### src/rtl/nav_variance_failsafe_monitor_top_assert.svh
// assertion macros for the nav variance failsafe monitor
// no dependencies; included by the top level
`ifndef NAV_VARIANCE_FAILSAFE_MONITOR_TOP_ASSERT_SVH
`define NAV_VARIANCE_FAILSAFE_MONITOR_TOP_ASSERT_SVH

`ifndef ASSERT_OFF

// condition must hold on every edge outside reset
`define NVFM_ASSERT_ALWAYS(lbl, clk, rst, cond) \
   lbl: assert property (@(posedge clk) disable iff (rst) (cond)) \
      else $error("nvfm assertion failed");

// antecedent implies consequent on the same edge
`define NVFM_ASSERT_IMPLY(lbl, clk, rst, ante, cons) \
   lbl: assert property (@(posedge clk) disable iff (rst) (ante) |-> (cons)) \
      else $error("nvfm assertion failed");

`else

`define NVFM_ASSERT_ALWAYS(lbl, clk, rst, cond)
`define NVFM_ASSERT_IMPLY(lbl, clk, rst, ante, cons)

`endif

`endif

### src/rtl/nvfm_pkg.sv
// shared types and constants for the nav variance failsafe monitor
// used by nvfm_core and nav_variance_failsafe_monitor_top
package nvfm_pkg;

   // fail counter limit and derived counter width
   localparam int FAIL_LIMIT = 10;
   localparam int CNT_W      = $clog2(FAIL_LIMIT + 1);

   typedef logic [CNT_W-1:0] cnt_type;

   localparam cnt_type CNT_LIMIT = cnt_type'(FAIL_LIMIT);
   localparam cnt_type CNT_YAW   = cnt_type'(FAIL_LIMIT - 2);
   localparam cnt_type CNT_LANE  = cnt_type'(FAIL_LIMIT - 1);

   // register reset values
   localparam logic [15:0] RST_FAIL_THRESHOLD    = 16'd205;
   localparam logic        RST_QUADPLANE_ENABLED = 1'b1;
   localparam logic [31:0] RST_WARN_INTERVAL_MS  = 32'd30000;

   // register indexes
   typedef enum logic [1:0] {
      CSR_FAIL_THRESHOLD    = 2'd0,
      CSR_QUADPLANE_ENABLED = 2'd1,
      CSR_WARN_INTERVAL_MS  = 2'd2
   } csr_index_type;

   typedef enum logic [1:0] {
      EV_NONE        = 2'd0,
      EV_BAD_LATCHED = 2'd1,
      EV_CLEARED     = 2'd2
   } event_code_type;

   typedef enum logic [1:0] {
      FS_NONE     = 2'd0,
      FS_ENTERED  = 2'd1,
      FS_RESOLVED = 2'd2
   } fs_change_type;

   typedef enum logic [1:0] {
      MODE_NONE  = 2'd0,
      MODE_LAND  = 2'd1,
      MODE_HOVER = 2'd2
   } mode_req_type;

   typedef struct packed {
      logic [15:0] fail_threshold;
      logic        quadplane_enabled;
      logic [31:0] warn_interval_ms;
   } cfg_type;

   typedef struct packed {
      logic        origin_valid;
      logic        armed;
      logic        vtol_posvel_mode;
      logic        vtol_auto;
      logic        variances_valid;
      logic [15:0] vel_var;
      logic [15:0] pos_variance;
      logic [15:0] mag_x;
      logic [15:0] mag_y;
      logic [15:0] mag_z;
      logic [31:0] now_ms;
   } item_type;

   typedef struct packed {
      cnt_type     fail_counter;
      logic        bad_latch;
      logic [31:0] last_warn_ms;
      logic        failsafe_latch;
   } state_type;

   typedef struct packed {
      logic           variance_bad;
      logic           yaw_reset_req;
      logic           lane_switch_req;
      logic           warn_pulse;
      event_code_type event_code;
      fs_change_type  failsafe_change;
      mode_req_type   mode_request;
      logic           failsafe_active;
   } result_type;

endpackage

### src/rtl/nvfm_core.sv
// per-tick scoring and fail counter update, purely combinational
// depends on nvfm_pkg
module nvfm_core (
   input  nvfm_pkg::cfg_type    cfg,
   input  nvfm_pkg::item_type   item,
   input  nvfm_pkg::state_type  state,
   output nvfm_pkg::state_type  state_nxt,
   output nvfm_pkg::result_type result
);
   import nvfm_pkg::*;

   logic [15:0] mag_ab;
   logic [15:0] mag_max;
   logic        mag_hit;
   logic        vel_hit;
   logic        vel_hit2;
   logic        pos_hit;
   logic        score_ge1;
   logic        score_ge2;
   logic        over;
   logic        disabled;
   cnt_type     cnt_inc;
   cnt_type     cnt_dec;
   logic [31:0] since_warn;

   // variance scoring against the threshold
   always_comb begin
      mag_ab    = (item.mag_x > item.mag_y) ? item.mag_x : item.mag_y;
      mag_max   = (mag_ab > item.mag_z) ? mag_ab : item.mag_z;
      mag_hit   = mag_max >= cfg.fail_threshold;
      vel_hit   = item.vel_var >= cfg.fail_threshold;
      vel_hit2  = {1'b0, item.vel_var} >= {cfg.fail_threshold, 1'b0};
      pos_hit   = item.pos_variance >= cfg.fail_threshold;
      score_ge1 = mag_hit || vel_hit;
      score_ge2 = vel_hit2 || (mag_hit && vel_hit);
      over      = (cfg.fail_threshold != 16'd0) && item.variances_valid &&
                  ((pos_hit && score_ge1) || score_ge2);
      disabled  = !item.armed || (cfg.fail_threshold == 16'd0) ||
                  (cfg.quadplane_enabled && !item.vtol_posvel_mode);
   end

   // counter arithmetic and warning throttle
   assign cnt_inc    = state.fail_counter + cnt_type'(1);
   assign cnt_dec    = state.fail_counter - cnt_type'(1);
   assign since_warn = item.now_ms - state.last_warn_ms;

   // next state and result for one tick
   always_comb begin
      state_nxt              = state;
      result.yaw_reset_req   = 1'b0;
      result.lane_switch_req = 1'b0;
      result.warn_pulse      = 1'b0;
      result.event_code      = EV_NONE;
      result.failsafe_change = FS_NONE;
      result.mode_request    = MODE_NONE;

      if (item.origin_valid) begin
         if (disabled) begin
            state_nxt.fail_counter = '0;
            state_nxt.bad_latch    = 1'b0;
            if (state.failsafe_latch) begin
               state_nxt.failsafe_latch = 1'b0;
               result.failsafe_change   = FS_RESOLVED;
            end
         end else if (over) begin
            if (!state.bad_latch) begin
               state_nxt.fail_counter = cnt_inc;
               result.yaw_reset_req   = (cnt_inc == CNT_YAW);
               result.lane_switch_req = (cnt_inc == CNT_LANE);
               if (cnt_inc >= CNT_LIMIT) begin
                  state_nxt.fail_counter = CNT_LIMIT;
                  state_nxt.bad_latch    = 1'b1;
                  result.event_code      = EV_BAD_LATCHED;
                  if (since_warn > cfg.warn_interval_ms) begin
                     result.warn_pulse      = 1'b1;
                     state_nxt.last_warn_ms = item.now_ms;
                  end
                  if (!state.failsafe_latch) begin
                     state_nxt.failsafe_latch = 1'b1;
                     result.failsafe_change   = FS_ENTERED;
                     if (cfg.quadplane_enabled && item.vtol_posvel_mode) begin
                        result.mode_request = item.vtol_auto ? MODE_LAND : MODE_HOVER;
                     end
                  end
               end
            end
         end else if (state.fail_counter != '0) begin
            // hysteresis: count down, clear latches on reaching zero
            state_nxt.fail_counter = cnt_dec;
            if (state.bad_latch && (cnt_dec == '0)) begin
               state_nxt.bad_latch = 1'b0;
               result.event_code   = EV_CLEARED;
               if (state.failsafe_latch) begin
                  state_nxt.failsafe_latch = 1'b0;
                  result.failsafe_change   = FS_RESOLVED;
               end
            end
         end
      end

      result.variance_bad    = state_nxt.bad_latch;
      result.failsafe_active = state_nxt.failsafe_latch;
   end

endmodule

### src/rtl/nav_variance_failsafe_monitor_top.sv
// nav variance failsafe monitor: a req beat goes through the input and result registers
// throughput one tick per cycle unless rsp_stall holds the pipeline; the input register
// feeds the scoring logic and the fail counter/latch update into the result register
// synchronous active-high reset clears valids and the monitor state and
// loads the register defaults (threshold 205, quadplane on, 30000 ms)
// depends on nvfm_pkg, nvfm_core and the assertion macro header
`include "nav_variance_failsafe_monitor_top_assert.svh"

module nav_variance_failsafe_monitor_top (
   input  logic                     clock,
   input  logic                     reset,
   // configuration write channel
   input  logic                     csr_valid,
   output logic                     csr_ready,
   input  logic [1:0]               csr_index,
   input  logic [31:0]              csr_wdata,
   // tick input channel
   input  logic                     req_valid,
   output logic                     req_stall,
   input  logic                     req_origin_valid,
   input  logic                     req_armed,
   input  logic                     req_vtol_posvel_mode,
   input  logic                     req_vtol_auto,
   input  logic                     req_variances_valid,
   input  logic [15:0]              req_vel_var,
   input  logic [15:0]              req_pos_variance,
   input  logic [15:0]              req_mag_x,
   input  logic [15:0]              req_mag_y,
   input  logic [15:0]              req_mag_z,
   input  logic [31:0]              req_now_ms,
   // result channel
   output logic                     rsp_valid,
   input  logic                     rsp_stall,
   output logic                     rsp_variance_bad,
   output logic                     rsp_yaw_reset_req,
   output logic                     rsp_lane_switch_req,
   output logic                     rsp_warn_pulse,
   output nvfm_pkg::event_code_type rsp_event_code,
   output nvfm_pkg::fs_change_type  rsp_failsafe_change,
   output nvfm_pkg::mode_req_type   rsp_mode_request,
   output logic                     rsp_failsafe_active
);
   import nvfm_pkg::*;

   cfg_type    cfg_ff, cfg_in;
   logic       s1_valid_ff, s1_valid_in;
   item_type   s1_item_ff, s1_item_in;
   logic       out_valid_ff, out_valid_in;
   result_type out_res_ff, out_res_in;
   state_type  state_ff, state_in;
   state_type  state_nxt;
   result_type core_res;
   logic       advance;
   logic       req_beat;

   // configuration writes, always ready
   assign csr_ready = 1'b1;

   always_comb begin
      cfg_in = cfg_ff;
      if (csr_valid) begin
         unique case (csr_index)
            CSR_FAIL_THRESHOLD:    cfg_in.fail_threshold    = csr_wdata[15:0];
            CSR_QUADPLANE_ENABLED: cfg_in.quadplane_enabled = csr_wdata[0];
            CSR_WARN_INTERVAL_MS:  cfg_in.warn_interval_ms  = csr_wdata;
            default:               cfg_in = cfg_ff;
         endcase
      end
   end

   // pipeline flow control
   assign advance   = !out_valid_ff || !rsp_stall;
   assign req_stall = s1_valid_ff && !advance;
   assign req_beat  = req_valid && !req_stall;

   always_comb begin
      s1_item_in   = s1_item_ff;
      s1_valid_in  = s1_valid_ff;
      out_valid_in = out_valid_ff;
      out_res_in   = out_res_ff;
      state_in     = state_ff;
      if (advance) begin
         out_valid_in = s1_valid_ff;
         s1_valid_in  = 1'b0;
         if (s1_valid_ff) begin
            out_res_in = core_res;
            state_in   = state_nxt;
         end
      end
      if (req_beat) begin
         s1_valid_in = 1'b1;
         s1_item_in  = '{
            origin_valid:     req_origin_valid,
            armed:            req_armed,
            vtol_posvel_mode: req_vtol_posvel_mode,
            vtol_auto:        req_vtol_auto,
            variances_valid:  req_variances_valid,
            vel_var:          req_vel_var,
            pos_variance:     req_pos_variance,
            mag_x:            req_mag_x,
            mag_y:            req_mag_y,
            mag_z:            req_mag_z,
            now_ms:           req_now_ms
         };
      end
   end

   // scoring and state update
   nvfm_core u_core (
      .cfg       (cfg_ff),
      .item      (s1_item_ff),
      .state     (state_ff),
      .state_nxt (state_nxt),
      .result    (core_res)
   );

   // control and state registers
   always_ff @(posedge clock) begin
      if (reset) begin
         cfg_ff.fail_threshold    <= RST_FAIL_THRESHOLD;
         cfg_ff.quadplane_enabled <= RST_QUADPLANE_ENABLED;
         cfg_ff.warn_interval_ms  <= RST_WARN_INTERVAL_MS;
         s1_valid_ff              <= 1'b0;
         out_valid_ff             <= 1'b0;
         state_ff                 <= '0;
      end else begin
         cfg_ff       <= cfg_in;
         s1_valid_ff  <= s1_valid_in;
         out_valid_ff <= out_valid_in;
         state_ff     <= state_in;
      end
   end

   // payload registers
   always_ff @(posedge clock) begin
      s1_item_ff <= s1_item_in;
      out_res_ff <= out_res_in;
   end

   // result beat outputs
   assign rsp_valid           = out_valid_ff;
   assign rsp_variance_bad    = out_res_ff.variance_bad;
   assign rsp_yaw_reset_req   = out_res_ff.yaw_reset_req;
   assign rsp_lane_switch_req = out_res_ff.lane_switch_req;
   assign rsp_warn_pulse      = out_res_ff.warn_pulse;
   assign rsp_event_code      = out_res_ff.event_code;
   assign rsp_failsafe_change = out_res_ff.failsafe_change;
   assign rsp_mode_request    = out_res_ff.mode_request;
   assign rsp_failsafe_active = out_res_ff.failsafe_active;

   // invariants of the fail counter and latches
   `NVFM_ASSERT_ALWAYS(a_cnt_bounded, clock, reset, state_ff.fail_counter <= CNT_LIMIT)
   `NVFM_ASSERT_IMPLY(a_fs_needs_bad, clock, reset, state_ff.failsafe_latch, state_ff.bad_latch)
   `NVFM_ASSERT_IMPLY(a_bad_needs_cnt, clock, reset, state_ff.bad_latch, state_ff.fail_counter != '0)
   `NVFM_ASSERT_IMPLY(a_latch_evt_flag, clock, reset, out_valid_ff && (out_res_ff.event_code == EV_BAD_LATCHED), out_res_ff.variance_bad)

endmodule
### config.mk
export PLATFORM = sky130hd
export DESIGN_NAME = nav_variance_failsafe_monitor_top
export DESIGN_NICKNAME = d
export VERILOG_FILES = /design/src/rtl/nvfm_pkg.sv /design/src/rtl/nvfm_core.sv /design/src/rtl/nav_variance_failsafe_monitor_top.sv
export VERILOG_INCLUDE_DIRS = /design/src /design/src/rtl
export SDC_FILE = /design/constraint.sdc
export NUM_CORES = 1
export LEC_CHECK = 0
export BUFFER_PORTS_ARGS = -buffer_cell sky130_fd_sc_hd__buf_2
export CELL_PAD_IN_SITES_DETAIL_PLACEMENT = 1
export CELL_PAD_IN_SITES_GLOBAL_PLACEMENT = 2
export CORE_UTILIZATION = 35
export CTS_BUF_LIST = sky130_fd_sc_hd__clkbuf_4
export CTS_CLUSTER_DIAMETER = 120
export DETAILED_ROUTE_END_ITERATION = 7
export PLACE_DENSITY_LB_ADDON = 0.25
export REMOVE_ABC_BUFFERS = 1
export SLEW_MARGIN = 20
export SYNTH_ARGS = -nofsm -noshare
export SYNTH_HDL_FRONTEND = slang
export SYNTH_SLANG_ARGS = --single-unit
### constraint.sdc
create_clock -name clock -period 7.9 [get_ports clock]
set_clock_uncertainty 0.15 [all_clocks]
set_input_delay 1.58 -clock clock [delete_from_list [all_inputs] [get_ports clock]]
set_output_delay 1.58 -clock clock [all_outputs]
set_load 0.005 [all_outputs]
==> results.toml <==
[run]
cap_violations = 0

[sta]
max_freq_mhz = 137.7
worstMarginPinSlew_ns = 0.8426
hold_violations = 0
period_minus_slack_ns = 7.260
fin_crit_sh_pct = 91.89
rsz0062_at_grt = "true"
slew_violations = 0
finalSetupViolCount = 0
slew_headroom_pct = 43.83
setup_slack_ns = 0.6403

[setup_path]
r2r-end = "state_ff[6]"
slowest_delay_ns = 0.55
ff2ff_path_depth = 32
cp_slowest_cell = "a31oi_2"
worstSetupEndpointType = "flop"
critPathArrivalTime_ns = 7.66
crit_buf_inv = 3
crit_family = "compound AO/OA/AOI/OAI gates"
cp_max_fo = 32
reg2reg_from = "s1_item_ff[65]"
setup.worst_path.start_class = "flop"
path_class = "flop to flop"
r2r_setup_slack_ns = 0.64
crit_required_ns = 8.30

[pwr]
power_density_nw_per_um2 = 195.2
p_leak_nw = 6.503
ir_drop_mv = 0.1317

[global_route]
antenna_found_initial = 2
grt_overflow = 0
grtUsageTotal_pct = 19.12
met2_usage_pct = 32.76
met3_usage_pct = 4.333
grt_max_degree = 71
grt-busiest-layer = "met2"
grt_pass1_vias = 10300
grt_pass1_wl_um = 53880
met1_usage_pct = 23.41

[route]
drt_wl_total_um = 33860
wire_per_inst_um = 17.33
ant_nets = 0
num_vias = 9741
post-route-drc-count = 0
first_iter_violations = 308
vias_per_cell = 4.985
dr.pass1.iters = 6

[finish]
final_cell_mix = "buf_2 (168), ha_1 (164), inv_1 (136)"
design_area_um2 = 14810
drive_gt1_share_pct = 22.13
synthToLayoutAreaGrowth_pct = 18.09
fin_nets = 1765
layout_commonest_cell = "buf_2"

[logic_synthesis]
synth_top_area_share_pct = 30.64
async_flop_share_pct = 0
synth_area_leaders = "edfxtp_1 (31%), ha_1 (16%), dfxtp_1 (14%)"
synth-edff-count = 128
synth.avg_cell_area_um2 = 10.22
ys_seq_elements = 217
synth_warnings = 0
synth_cell_types = 74
syn_inst = 1227
syn_area_um2 = 12540
yosys.area.top_type = "edfxtp_1"
synth.yosys.seq_area_share_pct = 44.84
synth_flop_cell = "edfxtp_1"

[hold_path]
whs_endpoint = "cfg_ff[24]"
holdCritStartpoint = "cfg_ff[24]"
hold_class = "flop to flop"
holdPathStages = 2

[floorplan]
core_area_um2 = 34880
rows = 68
start_util_pct = 35.96
dieArea_um2 = 36600
fp.dieH_um = 191.3
io_pins = 170
dieWidth_um = 191.3

[placement]
dpl_cell_area_um2 = 13890
hpwl_um = 25330
dp_slack_ns = 0.03595
numPortBuffers = 168
place.gp.congestion = 0.8234

[clocking]
root_buffer = "clkbuf_4"
numCtsBuffers = 67
cts_buffer_depth = 3
htreeDepth = 3
cts_tree = "yes"
cts_sinks = 217
clk_latency_ns = 0.73
clk_pin_slew_ns = 0.06

[run_status]
outcome = "finished, final reports clean"
==> kinds of logic after synthesis <==
| logic type | Yosys count | share of synthesized area (%) |
|---|---|---|
| adders and majority gates | 165 | 16.52 |
| AOI/OAI and AO/OA | 272 | 14.34 |
| DFF | 217 | 44.84 |
| xor gates and xnor gates | 27 | 1.885 |
| other | 1 | 0.02989 |
| and+or+nand+nor | 310 | 11.48 |
| buffers and inverters | 168 | 5.246 |
| muxes | 67 | 5.655 |
==> per-stage QoR <==
step	util, %	hold slack (ns)	setup TNS, ns	cells	power (mW)
finish	42.47	0.3049	0	1954	2.892
global route	42.47	0.3259	-0.01582	1954	3.079
CTS	42.37	0.3077	0	1950	2.966
detailed placement	39.83	0.3001	0	1829	1.761
global placement	39.83	0.2955	0	1829	1.746
floorplan	-	0.2803	0	1197	1.595
==> cells in the mapped netlist, types with 3 or more instances <==
cell type,n
a211o_1,3
a211oi_1,9
a211oi_2,3
a21o_1,33
a21oi_1,100
a31oi_1,10
and2_1,4
and3_1,11
buf_6,3
clkbuf_1,24
dfxtp_1,89
edfxtp_1,128
ha_1,164
inv_1,136
mux2_1,5
mux2_2,26
mux2i_1,36
nand2_1,127
nand2b_1,7
nand3_1,21
nand3b_1,3
nand4_1,24
nor2_1,74
nor2b_1,13
nor3_1,8
nor4_1,7
o211ai_1,16
o21a_1,14
o21ai_0,33
o21ai_1,5
o21bai_1,6
o31a_1,5
o31ai_1,3
xnor2_1,18
xor2_1,9
==> how the worst max path moves through the flow <==
stage / startpoint / endpoint / slack, ns / cells past startpoint
6_report: s1_item_ff[65] / state_ff[6] / 0.64 / 32
5_1_grt: s1_item_ff[65] / state_ff[35] / -0.01 / 31
4_1_cts: s1_item_ff[65] / state_ff[6] / 0.28 / 32
3_5_place_dp: s1_item_ff[65] / state_ff[6] / 0.04 / 32
3_3_place_gp: s1_item_ff[65] / state_ff[2] / 0.33 / 32
2_1_floorplan: rsp_stall / s1_item_ff[0] / 0.17 / 2
==> worst register-to-register path: cells and delay by family (launching register included) <==
family,cells,cell delay (ns)
AOI/OAI and AO/OA,15,3.11
adders and majority gates,3,0.92
muxes,3,0.91
and+or+nand+nor,8,0.84
buffers and inverters,3,0.78
DFF,1,0.38
==> power by group <==
group | total, mW | switching, mW | internal [mW] | leakage (nW)
sequential | 1.28 | 0.0301 | 1.25 | 1.97
combinational | 0.452 | 0.251 | 0.201 | 4.01
clock | 1.16 | 0.520 | 0.639 | 0.526
==> flip-flops by register name (all words and copies together) (netlist names), 2 cells and up <==
register / count
rsp_mode_request: 2
rsp_failsafe_change: 2
s1_item_ff: 117
rsp_event_code: 2
cfg_ff: 49
state_ff: 38
==> final cells by class <==
cell class	count	area [µm²]
Antenna cell	3	7.507
Clock buffer	99	743.2
Clock inverter	22	135.1
Fill cell	4014	20070
Inverter	138	518.0
Multi-Input combinational cell	842	6284
Sequential cell	217	5625
Tap cell	455	569.3
Timing Repair Buffer	178	932.1
==> repair_timing <==
item                       CTS  global route
hold buffers                 0             0
hold endpoints to repair     0             0
setup endpoints to repair    7            42
buffers inserted             0             0
gates resized for setup      1             2
==> layer usage <==
| layer | wire length [µm] | part of all wire, % |
|---|---|---|
| met5 | 0 | 0 |
| met4 | 775 | 2.3 |
| met3 | 1418 | 4.2 |
| met2 | 16450 | 49 |
| met1 | 15210 | 45 |
(Power assumes the default switching activity.)
